==> src/sv/segment_map_unmap_memory_unit_defines.svh <==
// Assertion macros for the segment map/unmap memory unit.
// Included by the RTL file that carries concurrent checks; the macros expect clk and rst_n.
`ifndef SEGMENT_MAP_UNMAP_MEMORY_UNIT_DEFINES_SVH
`define SEGMENT_MAP_UNMAP_MEMORY_UNIT_DEFINES_SVH

// Same-cycle implication, disabled while reset is held.
`define SMU_ASSERT_IMP(lbl, ante, cons, msg) \
  lbl: assert property (@(posedge clk) disable iff (!rst_n) (ante) |-> (cons)) \
    else $error(msg);

// Next-cycle implication, disabled while reset is held.
`define SMU_ASSERT_NXT(lbl, ante, cons, msg) \
  lbl: assert property (@(posedge clk) disable iff (!rst_n) (ante) |=> (cons)) \
    else $error(msg);

`endif

==> src/sv/smu_alu.sv <==
// Shared compare and increment unit of the segment map/unmap memory unit.
// Used by the sequencer for the size, unmap and offset checks and for the fill counter.
`default_nettype none

module smu_alu #(
  parameter int W = 10
) (
  input  logic [W-1:0] a,
  input  logic [W-1:0] b,
  output logic         lt,
  output logic [W-1:0] inc
);

  assign lt  = (a < b);
  assign inc = a + W'(1);

endmodule

`default_nettype wire

==> config.mk <==
export PLATFORM = sky130hd
export DESIGN_NAME = smu_alu
export DESIGN_NICKNAME = d
export VERILOG_FILES = /design/src/sv/segment_map_unmap_memory_unit_defines.svh /design/src/sv/smu_alu.sv
export SDC_FILE = /design/constraint.sdc
export NUM_CORES = 1
export LEC_CHECK = 0
export BUFFER_PORTS_ARGS = -buffer_cell sky130_fd_sc_hd__buf_2
export CORE_AREA = 5 5 42 44
export DETAILED_ROUTE_END_ITERATION = 10
export DIE_AREA = 0 0 47 49
export GPL_TIMING_DRIVEN = 0
export RECOVER_POWER = 50
export SYNTH_ARGS = -nofsm -noshare
export SYNTH_HDL_FRONTEND = slang
export SYNTH_SLANG_ARGS = --single-unit
==> constraint.sdc <==
create_clock -name vclk -period 1.3
set_input_delay 0.26 -clock vclk [all_inputs]
set_output_delay 0.26 -clock vclk [all_outputs]
set_load 0.1 [all_outputs]
=== Word-level counts from Yosys, hierarchy flattened ===
Cells that the tools add are included.

* Word-level logic and storage cells: 2
* Bits in registers: 0
* Bits of input ports: 20

* Order comparisons: 1
* Add/sub/neg operators: 1

{| class="wikitable"
|+ Operators with widths
! operator !! count
|-
| 10-bit by 1-bit adder with 10-bit output, second input constant || 1
|-
| 10-bit less-than comparator || 1
|}

=== Longest topological paths before layout ===
Gate-level depths: netlist of run 1.

* Word-level depth: 1
* Mapped depth: 6
* Mapped depth without buffers: 6

=== Worst setup path before layout of run 1 ===
No wires, ideal clock.

* Kind: input-to-output
* Start point: input port b[4]
* End point: output port lt
* Cell stages on the path: 6
* Arrival time: 2370 ps
* Slack: -1330 ps
* Buffers on the path: 0
* Path through: inv_1 > ha_1 > a21oi_1 > nand2_1 > o2bb2ai_1 > a21oi_1

* Word-level cells in the longest chain between the ends: 1

{| class="wikitable"
|+ RTL lines
! element !! RTL line !! text
|-
| start, declared || smu_alu.sv:9 || <nowiki>input logic [W-1:0] b,</nowiki>
|-
| 10-bit less-than comparator || smu_alu.sv:14 || <nowiki>assign lt = (a < b);</nowiki>
|-
| end, declared || smu_alu.sv:10 || <nowiki>output logic lt,</nowiki>
|}

Every way passes these cells.

=== Worst setup path in the final report of run 1 ===
* Start point: input port a[9]
* End point: output port lt

* Word-level cells in the longest chain between the ends: 1

{| class="wikitable"
|+ RTL lines
! element !! RTL line !! text
|-
| start, declared || smu_alu.sv:8 || <nowiki>input logic [W-1:0] a,</nowiki>
|-
| 10-bit less-than comparator || smu_alu.sv:14 ||
|}

Every way passes these cells.

==> results.yml, run 1 <==
final_layout:
  seq_area_um2: 0
  design.seq.count: 0
  final_nets: 131
  layout.cells.non_filler: 115
  fillers: 34
  drive_gt1_share_pct: 80.8
  diodes: 0
  clkbuf_count: 0
  area_growth_pct: 243
pwr:
  p_per_area_nw_per_um2: 524
  irDropWorstVdd_uv: 425
  power_frac_seq_pct: 0
  p_sw_share_pct: 56.7
  power_frac_clock_pct: 0
  p_int_mw: 0.302
  p_leak_nw: 0.560
  pwr-share-comb_pct: 100.0
  p_sw_mw: 0.395
timing:
  hold_viol: 0
  slew_violations: 0
  timing.final.ws_setup_ps: -344
  slew-limit-headroom_pct: 63.6
  tightest_slew_ps: 549
  setup_violations: 7
  period_minus_slack_ps: 1640
  max_freq_mhz: 608
  rsz0062_at_grt: "true"
  min_period_over_period_pct: 126
global_routing:
  antenna_found_initial: 0
  grt_pass1_vias: 637
  grt_pass1_wl_um: 2700
  grt_overflow: 0
  grt_max_degree: 7
  grt_usage_pct: 15.4
status:
  status: "complete, but fails checks"
  failed_checks: "setup timing"
worst_setup_path:
  worstPathArrival_ps: 1380
  crit_required_ps: 1040
  cp_max_fo: 2
  path_cells: "buf_2, ha_1, nand2_1, nor2_1, a21oi_4, buf_12"
  slowest_stage: "ha_1"
  max_stage_delay_ps: 360
  startpoint_type: "primary input"
  worstSetupPathType: "in2out"
  cp-end-kind: "primary output"
synth:
  synth.area.top_cells: "ha_1 32%, xnor2_1 11%, inv_1 11%, nand3_1 7.7%, a21oi_1 5.2%"
  synth-seq-area-share_pct: 0
  synth_nets: 84
  synth_warnings: 0
  ys_types: 18
  syn_inst: 54
  syn_avg_cell_area_um2: 7.18
  synth_top_cell_area_share_pct: 32.3
  yosys.area.top_type: "ha_1"
  netlist_area_um2: 388
floorplanning:
  start_util_pct: 27.7
  die_width_um: 47
  die_h_um: 49
  io_pins: 31
  fp.dieArea_um2: 2300
  core-area_um2: 1400
  rows: 14
detailed_routing:
  drt-total-wl_um: 2340
  num_vias: 598
  routedWlPerCell_um: 20.4
  ant_nets: 0
  drt_first_pass_iters: 5
  first_iter_violations: 1
  post-route-drc-count: 0
  drt-vias-per-instance: 5.20
placement:
  io_buffers: 31
  dp_hpwl_um: 1080
  place_ws_ps: -782
  dp.cells: 101
  gp_congestion: 0.633
worst_hold_path:
  min_to: "inc[8]"
  hold_path_class: "in2out"
  hold_depth: 3
  hold_start: "a[8]"
cts:
  postCtsHoldBufs: 0
flow_run:
  max_cap_violations: 0
==> power groups by stage <==
stage	combinational, mW	sequential [mW]	clock (mW)
after floorplan	0.344	0	0
after global placement	0.439	0	0
after detailed placement	0.445	0	0
after CTS	0.601	0	0
after global routing	0.722	0	0
final	0.698	0	0
==> logic make-up after synthesis <==
family,share of synthesized area (%)
buffers and inverters,10.6
AO/OA/AOI/OAI,12.9
XOR/XNOR,20.0
AND/OR/NAND/NOR,24.2
adder cells (fa/ha/maj),32.3
==> critical path, delay by kind of cell <==
family	cells	cell delay, ps
compound gates	1	90
fa+ha+maj	1	360
buf+inv	2	310
simple gates	2	360
==> cell usage in the layout (no fill, tap or decap), types with 3 or more instances in the layout <==
cell     Yosys  routed
buf_6        0       6
buf_8        0       3
buf_12       0      14
inv_1       11       8
ha_4         0       6
inv_2        0       3
buf_4        0       9
nand3_4      0       6
xnor2_4      0       6
ha_1        10       4
buf_2        0      11
==> cell usage after synthesis <==
cell       number
a211oi_1        1
a21oi_1         4
a41oi_1         1
and3_2          1
ha_1           10
inv_1          11
nand2_1         3
nand2_2         1
nand2b_1        1
nand3_1         6
nand3_2         1
nor2_1          3
o21ai_0         1
o2bb2ai_1       1
or4_4           1
xnor2_1         5
xnor2_2         1
xor2_1          2
==> how the worst max path moves through the flow <==
stage / end / slack (ps) / cells after the start / start
floorplan: lt / -400 / 5 / b[5]
global placement: inc[7] / -760 / 6 / a[2]
detailed placement: inc[7] / -780 / 6 / a[2]
CTS: inc[9] / -330 / 5 / a[4]
global route: lt / -390 / 6 / a[9]
finish: lt / -340 / 6 / a[9]
==> what timing repair did <==
action | 4_1_cts | 5_1_grt
hold endpoints to repair | 0 | 0
endpoints found under the setup margin | 10 | 9
pin swaps | 13 | 15
gates resized for setup | 74 | 23
setup buffers | 9 | 7
==> per-layer routing <==
layer	global-route usage (%)	vias to the layer above	part of all wire, %
li1	-	275	-
met1	17.4	269	32
met2	28.3	40	53
met3	0.369	14	6.8
met4	5.99	0	8.4
met5	0	-	0
==> layout make-up <==
| type | count | area (µm²) | area share (%) |
|---|---|---|---|
| multi-input cells | 43 | 742 | 55.7 |
| inverters | 11 | 41.3 | 3.10 |
| repair buffers | 45 | 528 | 39.7 |
| well taps | 16 | 20.0 | 1.50 |
==> per-stage QoR <==
stage                     hold WS, ps  util, %  area [µm²]  setup TNS (ps)  power [mW]
after floorplan                   721        -         637           -1950       0.344
after global placement            986     57.9         812           -4030       0.439
after detailed placement          990     57.9         812           -4190       0.445
after CTS                         844     85.2        1190           -1260       0.601
after global routing              867     95.0        1330           -1350       0.722
final                             850     95.0        1330           -1080       0.698
Note: power is estimated with default switching activity, not from simulation.
==> run 2: changes to the inputs <==
--- a/config.mk
+++ b/config.mk
@@ -6,11 +6,12 @@
 export NUM_CORES = 1
 export LEC_CHECK = 0
 export BUFFER_PORTS_ARGS = -buffer_cell sky130_fd_sc_hd__buf_2
+export CAP_MARGIN = 20
 export CORE_AREA = 5 5 42 44
 export DETAILED_ROUTE_END_ITERATION = 10
 export DIE_AREA = 0 0 47 49
 export GPL_TIMING_DRIVEN = 0
-export RECOVER_POWER = 50
+export RECOVER_POWER = 100
 export SYNTH_ARGS = -nofsm -noshare
 export SYNTH_HDL_FRONTEND = slang
 export SYNTH_SLANG_ARGS = --single-unit
==> results.yml, run 2 (same netlist as run 1, synthesis figures left out) <==
final_layout:
  design.seq.count: 0
  layout_commonest_cell: "buf_12"
  layout_common_cells: "14 x buf_12, 11 x buf_2, 9 x buf_4"
  seq_area_um2: 0
  diodes: 0
  clkbuf_count: 0
  drive_gt1_share_pct: 79.8
  fillers: 38
  area_growth_pct: 237
  final_nets: 131
  stdcell_area_um2: 1310
worst_hold_path:
  hold_depth: 3
  hold_start: "a[8]"
  hold_path_class: "in2out"
  min_to: "inc[8]"
detailed_routing:
  drt_first_pass_iters: 2
  num_vias: 583
  routedWlPerCell_um: 20.1
  drt-vias-per-instance: 5.07
  ant_nets: 0
  drt-total-wl_um: 2310
  post-route-drc-count: 0
  first_iter_violations: 2
global_routing:
  grt_pass1_vias: 637
  antenna_found_initial: 0
  grt_util_met2_pct: 28.3
  grt_pass1_wl_um: 2700
  met1_usage_pct: 17.4
  grt_usage_pct: 15.4
  grt-busiest-layer: "met2"
  grt_overflow: 0
  grt_util_met3_pct: 0.369
  grt_max_degree: 7
floorplanning:
  die_h_um: 49
  fp.dieArea_um2: 2300
  die_width_um: 47
  rows: 14
  core-area_um2: 1400
  io_pins: 31
  start_util_pct: 27.7
placement:
  dp_hpwl_um: 1080
  io_buffers: 31
  gp_congestion: 0.633
  place_ws_ps: -782
  postPlaceCellArea_um2: 812
pwr:
  p_per_area_nw_per_um2: 525
  irDropWorstVdd_uv: 425
  finalPower_mw: 0.686
  p_leak_nw: 0.559
worst_setup_path:
  cp-end-kind: "primary output"
  cp_max_fo: 2
  crit_required_ps: 1040
  crit_family: "simple AND/OR/NAND/NOR gates"
  max_stage_delay_ps: 360
  path_buf_inv: 2
  worstPathArrival_ps: 1390
  startpoint_type: "primary input"
  slowest_stage: "ha_1"
  path_cells: "buf_2, ha_1, nand2_1, nor2_1, a21oi_4, buf_12"
  worstSetupPathType: "in2out"
timing:
  setup_violations: 8
  slew-limit-headroom_pct: 63.5
  max_freq_mhz: 605
  min_period_over_period_pct: 127
  hold_viol: 0
  slew_violations: 0
  rsz0062_at_grt: "true"
  period_minus_slack_ps: 1650
  hold_slack_ps: 850
  tightest_slew_ps: 549
  timing.final.ws_setup_ps: -353
status:
  status: "complete, but fails checks"
  failed_checks: "setup timing"
flow_run:
  max_cap_violations: 0
-- run 2: cell counts in the layout (fill, tap and decap cells not counted) --
Identical to the previous run, type by type.
-- run 2: layout make-up --
| type | instances | area [µm²] | share of cell area, % |
|---|---|---|---|
| Inverter | 11 | 41.3 | 3.16 |
| Multi-Input combinational cell | 43 | 718 | 54.9 |
| Timing Repair Buffer | 45 | 528 | 40.4 |
| Tap cell | 16 | 20.0 | 1.53 |
-- run 2: through the flow --
stage / setup TNS, ps / util, % / instances
6_report: -1410 / 93.3 / 115
4_1_cts: -1260 / 85.2 / 110
5_1_grt: -1750 / 93.3 / 115
2_1_floorplan: -1950 / - / 54
3_5_place_dp: -4190 / 57.9 / 101
3_3_place_gp: -4030 / 57.9 / 101
-- run 2: worst min-delay path: stages --
cell,delay [ps]
buf_6,100
xnor2_4,70
buf_12,160
-- run 2: worst max path at each step --
stage	startpoint	endpoint	slack, ps	cells after the start
after floorplan	b[5]	lt	-400	5
after global placement	a[2]	inc[7]	-760	6
after detailed placement	a[2]	inc[7]	-780	6
after CTS	a[4]	inc[9]	-330	5
after global routing	a[9]	lt	-390	6
final	a[9]	lt	-350	6
-- run 2: what timing repair did --
action / 4_1_cts / 5_1_grt
endpoints found under the setup margin: 10 / 9
pin swaps: 13 / 15
endpoints found under the hold margin: 0 / 0
gates resized for setup: 74 / 23
setup buffers: 9 / 7
cloned: 0 / 0
hold buffers: 0 / 0
-- run 2: per-layer routing --
| metal | routed length [µm] | vias up |
|---|---|---|
| met1 | 767 | 265 |
| met2 | 1210 | 31 |
| met5 | 0 | - |
| met4 | 201 | 0 |
| li1 | - | 273 |
| met3 | 135 | 14 |
-- run 2: where the power goes --
part	leakage, nW	internal [mW]	switching [mW]
combinational	0.559	0.295	0.391
sequential	0	0	0
clock	0	0	0
total	0.559	0.295	0.391
==> run 3: changes to the inputs <==
--- a/config.mk
+++ b/config.mk
@@ -10,8 +10,6 @@
 export CORE_AREA = 5 5 42 44
 export DETAILED_ROUTE_END_ITERATION = 10
 export DIE_AREA = 0 0 47 49
-export GPL_TIMING_DRIVEN = 0
-export RECOVER_POWER = 100
 export SYNTH_ARGS = -nofsm -noshare
 export SYNTH_HDL_FRONTEND = slang
 export SYNTH_SLANG_ARGS = --single-unit
==> results.yml, run 3 (same netlist as run 1, synthesis figures left out) <==
detailed_routing:
  first_iter_violations: 7
  num_vias: 586
  drt-total-wl_um: 2000
  drt_first_pass_iters: 4
  drt-vias-per-instance: 5.10
  ant_nets: 0
  routedWlPerCell_um: 17.4
  post-route-drc-count: 0
timing:
  finalSetupTns_ps: -1020
  setup_violations: 7
  timing.final.ws_setup_ps: -292
  slew-limit-headroom_pct: 84.0
  tightest_slew_ps: 239
  slew_violations: 0
  max_freq_mhz: 628
  rsz0062_at_grt: "true"
  hold_viol: 0
  period_minus_slack_ps: 1590
  min_period_over_period_pct: 122
placement:
  postPlaceCellArea_um2: 1060
  dp.cells: 112
  io_buffers: 31
  dp_hpwl_um: 1180
  gp_congestion: 0.750
flow_run:
  max_cap_violations: 0
floorplanning:
  io_pins: 31
  core-area_um2: 1400
  start_util_pct: 27.7
  die_h_um: 49
  rows: 14
  fp.dieArea_um2: 2300
  die_width_um: 47
worst_setup_path:
  startpoint: "a[6]"
  critical_path.endpoint: "lt"
  cp-end-kind: "primary output"
  crit_required_ps: 1040
  worstPathArrival_ps: 1330
  cp_max_fo: 3
  worstSetupPathType: "in2out"
  startpoint_type: "primary input"
global_routing:
  grt_max_degree: 6
  grt_overflow: 0
  antenna_found_initial: 1
  grt_pass1_vias: 582
  grt_pass1_wl_um: 2510
  grt_usage_pct: 14.0
status:
  status: "complete, but fails checks"
  failed_checks: "setup timing"
final_layout:
  area_growth_pct: 235
  seq_area_um2: 0
  final_nets: 130
  layout_common_cells: "15 x buf_12, 11 x buf_2, 10 x buf_4"
  layout.cells.non_filler: 115
  clkbuf_count: 0
  layout_commonest_cell: "buf_12"
  design.seq.count: 0
  stdcell_area_um2: 1300
  drive_gt1_share_pct: 80.6
pwr:
  irDropWorstVdd_uv: 366
  finalPower_mw: 0.677
  p_per_area_nw_per_um2: 520
  p_leak_nw: 0.552
worst_hold_path:
  hold_path_class: "in2out"
cts:
  postCtsHoldBufs: 0
==> run 3: area by class of cell <==
type / count / area [µm²]
Fill cell: 44 / 101
Timing Repair Buffer: 44 / 528
Tap cell: 16 / 20.0
Antenna cell: 1 / 2.50
Inverter: 11 / 41.3
Multi-Input combinational cell: 43 / 708
==> run 3: what timing repair did <==
item / in CTS / in global routing
pin swaps: 11 / 10
gates cloned: 0 / 0
gates resized for setup: 35 / 14
setup endpoints to repair: 9 / 9
hold endpoints to repair: 0 / 0
buffers inserted: 1 / 1
==> run 3: power by group <==
part	leakage, nW	total (mW)	switching, mW	internal [mW]
Sequential	0	0	0	0
Clock	0.00000634	0.000000103	0	0.000000103
Combinational	0.552	0.677	0.380	0.297
Total	0.552	0.677	0.380	0.297
==> run 3: worst min path at each step <==
stage          cells past startpoint  from  endpoint  slack, ps
2_1_floorplan                      1  a[4]    inc[4]        720
3_3_place_gp                       3  a[7]    inc[7]        950
3_5_place_dp                       3  a[7]    inc[7]        950
4_1_cts                            3  a[7]    inc[7]        850
5_1_grt                            3  a[7]    inc[7]        860
6_report                           3  a[7]    inc[7]        850
==> run 3: worst max-delay path, stage by stage <==
cell and delay (ps):
buf_8 110, buf_4 140, ha_1 290, nand2_1 60, nor2_1 200, a21oi_4 90
buf_12 170
==> run 3: per-stage QoR <==
step	hold slack (ps)	setup WS, ps	utilization (%)
3_5_place_dp	949	-402	75.6
5_1_grt	863	-344	92.8
6_report	854	-292	92.8
4_1_cts	852	-312	86.8
2_1_floorplan	721	-399	-
3_3_place_gp	949	-387	75.6
==> run 3: routing by layer <==
metal	GRT usage (%)	vias up	wire (µm)
met2	24.9	25	1130
met5	0	-	0
met1	19.1	278	694
met4	0	0	61
li1	-	277	-
met3	0.738	6	113
