==> src/sv/segment_map_unmap_memory_unit_defines.svh <==
// Assertion macros for the segment map/unmap memory unit.
// Included by the RTL file that carries concurrent checks; the macros expect clk and rst_n.
`ifndef SEGMENT_MAP_UNMAP_MEMORY_UNIT_DEFINES_SVH
`define SEGMENT_MAP_UNMAP_MEMORY_UNIT_DEFINES_SVH

// Same-cycle implication, disabled while reset is held.
`define SMU_ASSERT_IMP(lbl, ante, cons, msg) \
  lbl: assert property (@(posedge clk) disable iff (!rst_n) (ante) |-> (cons)) \
    else $error(msg);

// Next-cycle implication, disabled while reset is held.
`define SMU_ASSERT_NXT(lbl, ante, cons, msg) \
  lbl: assert property (@(posedge clk) disable iff (!rst_n) (ante) |=> (cons)) \
    else $error(msg);

`endif

==> src/sv/smu_pkg.sv <==
// Shared types and constants of the segment map/unmap memory unit.
// No dependencies; every other RTL file except smu_alu imports this package.
`default_nettype none

package smu_pkg;

  // Fixed field widths of the input and result words.
  localparam int KIND_W  = 2;
  localparam int SEGID_W = 6;
  localparam int OFFS_W  = 8;
  localparam int WORD_W  = 32;
  localparam int SIZE_W  = 9;
  localparam int STAT_W  = 3;

  // Default geometry.
  localparam int DEF_MAX_SEGMENTS = 64;
  localparam int DEF_SLOT_WORDS   = 256;

  // Operation codes.
  localparam logic [KIND_W-1:0] KIND_MAP   = 2'd0;
  localparam logic [KIND_W-1:0] KIND_UNMAP = 2'd1;
  localparam logic [KIND_W-1:0] KIND_STORE = 2'd2;
  localparam logic [KIND_W-1:0] KIND_LOAD  = 2'd3;

  // Status codes.
  localparam logic [STAT_W-1:0] STAT_OK         = 3'd0;
  localparam logic [STAT_W-1:0] STAT_NO_ID      = 3'd1;
  localparam logic [STAT_W-1:0] STAT_TOO_BIG    = 3'd2;
  localparam logic [STAT_W-1:0] STAT_RANGE      = 3'd3;
  localparam logic [STAT_W-1:0] STAT_STACK_FULL = 3'd4;

  // Sequencer states.
  typedef enum logic [2:0] {
    S_CLEAR,
    S_IDLE,
    S_CHECK,
    S_FILL,
    S_READ,
    S_DONE
  } state_t;

  // Write strobes for the segment length table and the free identifier stack.
  typedef struct packed {
    logic len_we;
    logic stk_we;
  } tbl_ctrl_t;

endpackage

`default_nettype wire

==> src/sv/smu_tables.sv <==
// Segment length table and free identifier stack of the memory unit.
// Two small memories with registered reads; uses smu_pkg for widths and strobes.
`default_nettype none

module smu_tables #(
  parameter int MAX_SEGMENTS = smu_pkg::DEF_MAX_SEGMENTS
) (
  input  logic                            clk,
  input  smu_pkg::tbl_ctrl_t              ctrl,
  input  logic [$clog2(MAX_SEGMENTS)-1:0] len_waddr,
  input  logic [smu_pkg::SIZE_W-1:0]      len_wdata,
  input  logic [$clog2(MAX_SEGMENTS)-1:0] len_raddr,
  output logic [smu_pkg::SIZE_W-1:0]      len_q,
  input  logic [$clog2(MAX_SEGMENTS)-1:0] stk_waddr,
  input  logic [$clog2(MAX_SEGMENTS)-1:0] stk_wdata,
  input  logic [$clog2(MAX_SEGMENTS)-1:0] stk_raddr,
  output logic [$clog2(MAX_SEGMENTS)-1:0] stk_q
);
  import smu_pkg::*;

  localparam int ID_W = $clog2(MAX_SEGMENTS);

  logic [SIZE_W-1:0] len_mem [MAX_SEGMENTS];
  logic [ID_W-1:0]   stk_mem [MAX_SEGMENTS];
  logic [SIZE_W-1:0] len_q_r;
  logic [ID_W-1:0]   stk_q_r;

  always_ff @(posedge clk) begin
    if (ctrl.len_we) begin
      len_mem[len_waddr] <= len_wdata;
    end
    len_q_r <= len_mem[len_raddr];
  end

  always_ff @(posedge clk) begin
    if (ctrl.stk_we) begin
      stk_mem[stk_waddr] <= stk_wdata;
    end
    stk_q_r <= stk_mem[stk_raddr];
  end

  assign len_q = len_q_r;
  assign stk_q = stk_q_r;

endmodule

`default_nettype wire

==> config.mk <==
export PLATFORM = sky130hd
export DESIGN_NAME = smu_tables
export DESIGN_NICKNAME = d
export VERILOG_FILES = /design/src/sv/segment_map_unmap_memory_unit_defines.svh /design/src/sv/smu_pkg.sv /design/src/sv/smu_tables.sv
export SDC_FILE = /design/constraint.sdc
export NUM_CORES = 1
export LEC_CHECK = 0
export BUFFER_PORTS_ARGS = -buffer_cell sky130_fd_sc_hd__buf_2
export CAP_MARGIN = 20
export CORE_MARGIN = 2
export CORE_UTILIZATION = 55
export CTS_CLUSTER_DIAMETER = 150
export CTS_CLUSTER_SIZE = 12
export DETAILED_ROUTE_END_ITERATION = 12
export GPL_TIMING_DRIVEN = 0
export HOLD_SLACK_MARGIN = 0.06
export PLACE_DENSITY = 0.71
export RECOVER_POWER = 50
export SETUP_SLACK_MARGIN = 0.4
export SLEW_MARGIN = 20
export SYNTH_ARGS = -nofsm -noshare
export SYNTH_HDL_FRONTEND = slang
export SYNTH_SLANG_ARGS = --single-unit
==> constraint.sdc <==
create_clock -name clk -period 3 [get_ports clk]
set_clock_uncertainty 0.1 [all_clocks]
set_input_delay 0 -clock clk [delete_from_list [all_inputs] [get_ports clk]]
set_output_delay 0 -clock clk [all_outputs]
set_load 0.03 [all_outputs]
# Yosys cells after proc, flatten, opt, wreduce, memory -nomap -nowiden
# Memory sizes are Yosys's and may differ from the RTL's. A register that Yosys moved wholly into a read port is not among the register bits.
# Cells that the tools add are included.
dict set report word_totals {
  regBits 0
  ram_bits 960
  inputBits 42
  out_inout_bits 15
  elab_cells 6
  memories 2
}
dict set report op_classes {
  mux 4
}
# memory depth word_bits rd rd_clocked_by_memory_dff wr line_no
set mem_list {}
lappend mem_list {len_mem 64 9 1 1 1 smu_tables.sv:23} ;# logic [SIZE_W-1:0] len_mem [MAX_SEGMENTS];
lappend mem_list {stk_mem 64 6 1 1 1 smu_tables.sv:24} ;# logic [ID_W-1:0] stk_mem [MAX_SEGMENTS];
# operator n
set op_table {}
lappend op_table {{1-bit two-way mux} 4}

# Depth between registers and ports, before layout
# Gate-level depths: netlist of the first run.
dict set report depth {
  word_depth 2
  ltp_mapped 9
  depth_no_buf 5
}

# Worst setup path before layout of the first run
# No wires, ideal clock.
dict set report synth_path {
  path_type {input to register}
  startpoint {in len_raddr[0]}
  endpoint {reg len_q_r[0], in the netlist len_q[0] (read register of len_mem)}
  setup_time_ns 0.116
  arrival_time_ns 1.520
  required_ns 2.784
  path_slack_ns 1.264
  path_stages 8
  path_buffers 4
  path_cell_list {buf_6 buf_8 buf_12 buf_6 mux4_2 a22oi_1 nand2_1 a31o_1}
}
# element line_no
set synth_lines {}
lappend synth_lines {{start, declared} smu_tables.sv:12} ;# input logic [$clog2(MAX_SEGMENTS)-1:0] len_raddr,
lappend synth_lines {{end, declared} smu_tables.sv:25} ;# logic [SIZE_W-1:0] len_q_r;

==> results of run 1 <==
-- power breakdown --
part / switching, uW / internal (uW) / total [uW]
Sequential: 29.8 / 15100 / 15100
Clock: 4660 / 5720 / 10400
Combinational: 965 / 514 / 1480
-- what timing repair did --
| action | CTS | global route |
|---|---|---|
| hold buffers | 13 | 11 |
| endpoints found under the hold margin | 255 | 704 |
| resized for setup | 0 | 2 |
| setup endpoints to repair | 0 | 1 |
-- through the flow --
stage	hold WS [ps]	TNS (ps)	area (um2)	utilization	total power (uW)
CTS	72.33	0	41580	0.6170	27100
finish	133.1	0	41680	0.6184	26990
floorplan	-1.131	0	37590	-	16210
global placement	337.4	0	38890	0.5771	16820
global route	131.1	0	41680	0.6184	27640
detailed placement	335.4	-9.843	38900	0.5772	16860
-- path summary, 6_finish.rpt --
path	end	depth (start not counted)	slack, ps	startpoint
worst max register to register	stk_q[5]	6	440	stk_mem[15][5]
worst max-delay path	stk_q[5]	6	440	stk_mem[15][5]
worst min-delay path	stk_mem[34][4]	3	130	stk_waddr[2]
worst min register to register	len_q[6]	4	780	len_mem[36][6]
-- cell type report --
cell class              count  area share
flip-flops and latches    975      0.6988
multi-input cells         678      0.1902
clock buffers             125     0.05872
well taps                 873     0.02621
plain buffers              93     0.01291
repair buffers             68     0.01051
clock inverters             5    0.002492
diodes                      2   0.0001201
-- per-layer routing --
| metal | share of wire | track usage |
|---|---|---|
| met5 | 0.00036 | 0 |
| met1 | 0.38 | 0.3380 |
| met4 | 0.034 | 0.09269 |
| met2 | 0.49 | 0.3936 |
| met3 | 0.096 | 0.05156 |
-- flip-flops by register name, summed over array words and instances (netlist names) --
name,cells
len_q,9
stk_q,6
stk_mem,384
len_mem,576
-- placed cells by master (no fill, tap or decap), types with 9 or more instances in the layout --
cell type and count:
edfxtp_1 960, mux4_2 230, nor2_1 141, clkbuf_16 93
clkbuf_1 85, o22ai_1 37, buf_2 36, mux2i_1 36
nand2_1 30, dlygate4sd3_1 24, nand3_1 20, buf_4 18
o211ai_1 16, nor2b_1 15, nand2b_1 15, dfxtp_1 15
clkbuf_2 14, o221ai_1 13, a22oi_1 13, nand3b_1 12
a211oi_1 12, o22a_1 11, nor4_1 11, nor3_1 9
-- logic make-up after synthesis --
family | share of synthesized area
muxes | 0.1508
and+or+nand+nor | 0.03319
AOI/OAI and AO/OA | 0.02680
buffers and inverters | 0.01428
DFF | 0.7749
-- critical path, cell delays in order, from the launching register on --
cell and delay (ps):
edfxtp_1 360, mux4_2 480, nor2b_1 150, a211oi_1 350, nor4_1 170, a22o_1 270
dlygate4sd3_1 560
==> qor.txt, run 1 <==
status - complete, but fails checks
violated checks - max-capacitance violations, max-slew violations
die area - 0.07045 mm2
post-synthesis sequential area ratio - 0.7749
# port buffers - 43
CTS Buffer Depth - 3
largest net degree at the start of global routing - 65
Slew HR - -0.7993
WL/cell - 30.26 um
vias in the first global route - 18992
clock net sink count - 975
std cell rows - 95
Yosys top cell area share - 0.7670
Layout Cells excl Fill - 2819
FF+latch count, synth - 975
Hold Crit Class - in2reg
initial antenna violation count - 4
post-route ant nets - 0
Final setup viols - 0
Worst Setup Start Kind - flip-flop
kind of end point of the critical path - flip-flop
clock root cell - clkbuf_16
worst slew pin tran - 2699 ps
power density over cell area - 647.6 mW/mm2
setup bufs post-CTS - 0
Synth Area per Inst - 21.53 um2
Post-Syn Area - 0.03759 mm2
cell taking the most area after synthesis - edfxtp_1
all-layer global routing usage - 0.2457
CP required - 3440 ps
clk_lat worst skew - 650 ps
share of post-route cells with drive strength above 1 - 0.2140
initial drt markers - 2568
RSZ-0062 raised after global routing - no
CP Class - reg2reg
Post-synth top cells - edfxtp_1, mux4_2, nor2_1
final worst path period share - 0.8535
Tmin final - 2560 ps
Nets - 1949
Area growth syn-to-layout - 10.89%
count leader, synth - edfxtp_1
top area cells in the synthesized netlist - edfxtp_1, mux4_2, nor2_1
FFs w/ async S/R, synth - 0
core area - 0.06740 mm2
Synth Flop Type - edfxtp_1
Syn. warnings - 0
Final Hold Fails - 0
WP data arrival - 3000 ps
HPWL Detailed - 53980 um
TritonRoute pass-1 iters - 8
post-route setup slack - 439.6 ps
gr ovfl total - 0
area occupied by multi-input gates - 0.007928 mm2
Vias - 18716
DRC - 0
RePlAce Congestion - 0.8684
Post-Synthesis Cells - 1746
Max Cap Violations - 3
worst-path fanout max - 1
Filler cells - 4536
Yosys cell types - 46
Syn Nets - 1788
number of flops mapped to enable cells by yosys - 960
IO Count - 57
CTS tree - done
clock transition at the registers of the reported paths - 60 ps
Via-to-Cell Ratio - 6.639
Post-Place Cells - 2663
Worst IR Drop VDD - 0.5338 mV
Die Height - 265.4 um
first-pass GRT wire length - 125000 um
Fmax - 0.3906 GHz
Initial Util - 0.5577
overall routed net length - 85310 um
CTS HTree Levels - 3
Lkg Pwr - 0.01281 uW
cts bufs inserted - 91
Reg area - 0.02913 mm2
Final Max Slew Viols - 195
Post-Place Setup Slack - -9.843 ps
Die X - 265.4 um
Power figures use the tool's default switching activity.
==> run 2, diff against run 1 <==
- REMOVE_ABC_BUFFERS: unset -> 1
==> run 2 against run 1 <==
The run still ends with max-capacitance violations, max-slew violations left. Fmax down 1.2%. Final area fell by 0.25%. Routed wire length shrank 8.1%. Register-to-register slack gained 110 ps. Sequential share of layout area up 0.17 points. Non-clock buffer count shrank 66.
==> qor.txt, run 2 (same netlist as run 1, synthesis figures left out) <==
switching pwr - 5653 uW (was 5660 uW)
Slew HR - -0.8425 (was -0.7993)
cts bufs inserted - 91 (unchanged)
commonest non-fill, non-tap cells in the layout - edfxtp_1, mux4_2, nor2_1 (unchanged)
initial drt markers - 2186 (was 2568)
Filler cells - 4448 (was 4536)
CTS Buffer Depth - 3 (unchanged)
gr busiest metal - met1 (was met2)
Reg area - 0.02913 mm2 (unchanged)
met1 usage - 0.3405 (was 0.3380)
Final setup viols - 0 (unchanged)
met3 usage - 0.04731 (was 0.05156)
Seq pwr share - 0.561 (was 0.560)
Lkg Pwr - 0.01272 uW (was 0.01281 uW)
Post-DP Area - 0.03863 mm2 (was 0.03890 mm2)
IO Count - 57 (unchanged)
overall routed net length - 78390 um (was 85310 um)
Hold Crit Class - in2reg (unchanged)
vias in the first global route - 17953 (was 18992)
Clock Power Share - 0.387 (was 0.385)
sw frac - 0.2097 (about the same)
commonest non-fill, non-tap cell in the layout - edfxtp_1 (unchanged)
post-route setup slack - 408.0 ps (was 439.6 ps)
Tmin final - 2592 ps (was 2560 ps)
setup TNS - 0 ps (unchanged)
Vias - 17889 (was 18716)
CP required - 2920 ps (was 3440 ps)
Worst Setup Start Kind - input pin (was flip-flop)
Area growth syn-to-layout - 10.62% (was 10.89%)
clk_lat worst skew - 660 ps (was 650 ps)
WL/cell - 28.29 um (was 30.26 um)
TritonRoute pass-1 iters - 6 (was 8)
RePlAce Congestion - 0.8288 (was 0.8684)
core area - 0.06740 mm2 (unchanged)
worst-path fanout max - 64 (was 1)
Hold Slack - 101.2 ps (was 133.1 ps)
share of post-route cells with drive strength above 1 - 0.2031 (was 0.2140)
violated checks - max-capacitance violations, max-slew violations (unchanged)
all-layer global routing usage - 0.2258 (was 0.2457)
Fmax - 0.3858 GHz (was 0.3906 GHz)
CP Class - in2reg (was reg2reg)
internal power - 21300 uW (was 21330 uW)
kind of end point of the critical path - flip-flop (unchanged)
Largest register FFs - 576 (unchanged)
met2 GRT Util - 0.3404 (was 0.3936)
std cell rows - 95 (unchanged)
crit-path cells - dlygate4sd3_1, clkbuf_1 (was mux4_2, nor2b_1, a211oi_1, nor4_1, a22o_1, dlygate4sd3_1)
RSZ-0062 raised after global routing - no (unchanged)
combinational share of power - 0.052 (was 0.055)
clock net sink count - 975 (unchanged)
Via-to-Cell Ratio - 6.456 (was 6.639)
area occupied by multi-input gates - 0.007928 mm2 (unchanged)
die area - 0.07045 mm2 (unchanged)
largest register by flop count - len_mem (unchanged)
Final Max Slew Viols - 130 (was 195)
CP top delay family - buffers and inverters (was compound AO/OA/AOI/OAI gates)
first-pass GRT wire length - 116500 um (was 125000 um)
setup bufs post-CTS - 0 (unchanged)
Final Hold Fails - 0 (unchanged)
status - complete, but fails checks (unchanged)
Core Util, Final - 0.6169 (was 0.6184)
post-route ant nets - 0 (unchanged)
CTS tree - done (unchanged)
final worst path period share - 0.8640 (was 0.8535)
worst path bufs/invs - 2 (was 1)
Worst IR Drop VDD - 0.5287 mV (was 0.5338 mV)
power density over cell area - 648.2 mW/mm2 (was 647.6 mW/mm2)
CP peak stage delay - 1950 ps (was 560 ps)
HPWL Detailed - 44870 um (was 53980 um)
gr ovfl total - 0 (unchanged)
largest net degree at the start of global routing - 65 (unchanged)
Max Cap Violations - 2 (was 3)
WP data arrival - 2510 ps (was 3000 ps)
clock root cell - clkbuf_16 (unchanged)
clock transition at the registers of the reported paths - 60 ps (about the same)
Post-Place Setup Slack - -43.72 ps (was -9.843 ps)
# port buffers - 56 (was 43)
highest-delay cell along the critical path - clkbuf_1 (was dlygate4sd3_1)
initial antenna violation count - 2 (was 4)
design area - 0.04158 mm2 (was 0.04168 mm2)
worst slew pin tran - 2764 ps (was 2699 ps)
Die Height - 265.4 um (unchanged)
CTS HTree Levels - 3 (unchanged)
DRC - 0 (unchanged)
Initial Util - 0.5577 (unchanged)
R2R Setup Slk - 550 ps (was 440 ps)
Nets - 1883 (was 1949)
Die X - 265.4 um (unchanged)
[run 2: changes by cell type in the layout (fill, tap and decap cells not counted), moves of 2 or more]
| cell | change |
|---|---|
| buf_1 | -6 |
| clkbuf_1 | -19 |
| buf_16 | +6 |
| buf_4 | -16 |
| buf_6 | -7 |
| buf_2 | -16 |
| clkinv_8 | +2 |
| dlygate4sd3_1 | +8 |
[run 2: what timing repair did]
item / 4_1_cts / 5_1_grt
endpoints found under the setup margin: 0 / 2
hold buffers: 21 / 11
hold endpoints to repair: 234 / 704
resized for setup: 0 / 3
[run 2: cell type report]
type	instances	share of cell area
flip-flops and latches	975	0.7006
multi-input cells	678	0.1907
clock buffers	141	0.05980
well taps	873	0.02627
repair buffers	95	0.01971
clock inverters	7	0.002859
diodes	2	0.0001204
[run 2: through the flow]
stage,instances,power [uW]
finish,2771,26950
global route,2771,27720
CTS,2757,27100
detailed placement,2588,16770
global placement,2582,16770
floorplan,1653,16010
[run 2: power groups by stage]
stage	Sequential, uW	Clock (uW)	Combinational [uW]
floorplan	15400	0	569
global placement	15400	0	1380
detailed placement	15400	0	1370
CTS	15100	10600	1390
global route	15100	11100	1490
finish	15100	10400	1400
[run 2: worst paths after layout]
path / to / cells after the start / start
max: stk_mem[24][4] / 2 / stk_wdata[4]
min: len_q[7] / 3 / len_raddr[4]
max reg2reg: stk_q[4] / 6 / stk_mem[0][4]
min reg2reg: stk_q[0] / 4 / stk_mem[36][0]
[run 2: metal layers]
layer  wire length [um]  part of all wire
met5                  0                 0
met4               1701             0.022
met3               7160             0.091
met2              37210              0.47
met1              32310              0.41
[run 2: worst register-to-register path, delay by kind of cell (launching register included)]
family / cells / cell delay, ps
mux: 2 / 750
buf+inv: 1 / 550
compound gates: 3 / 570
flops: 1 / 370
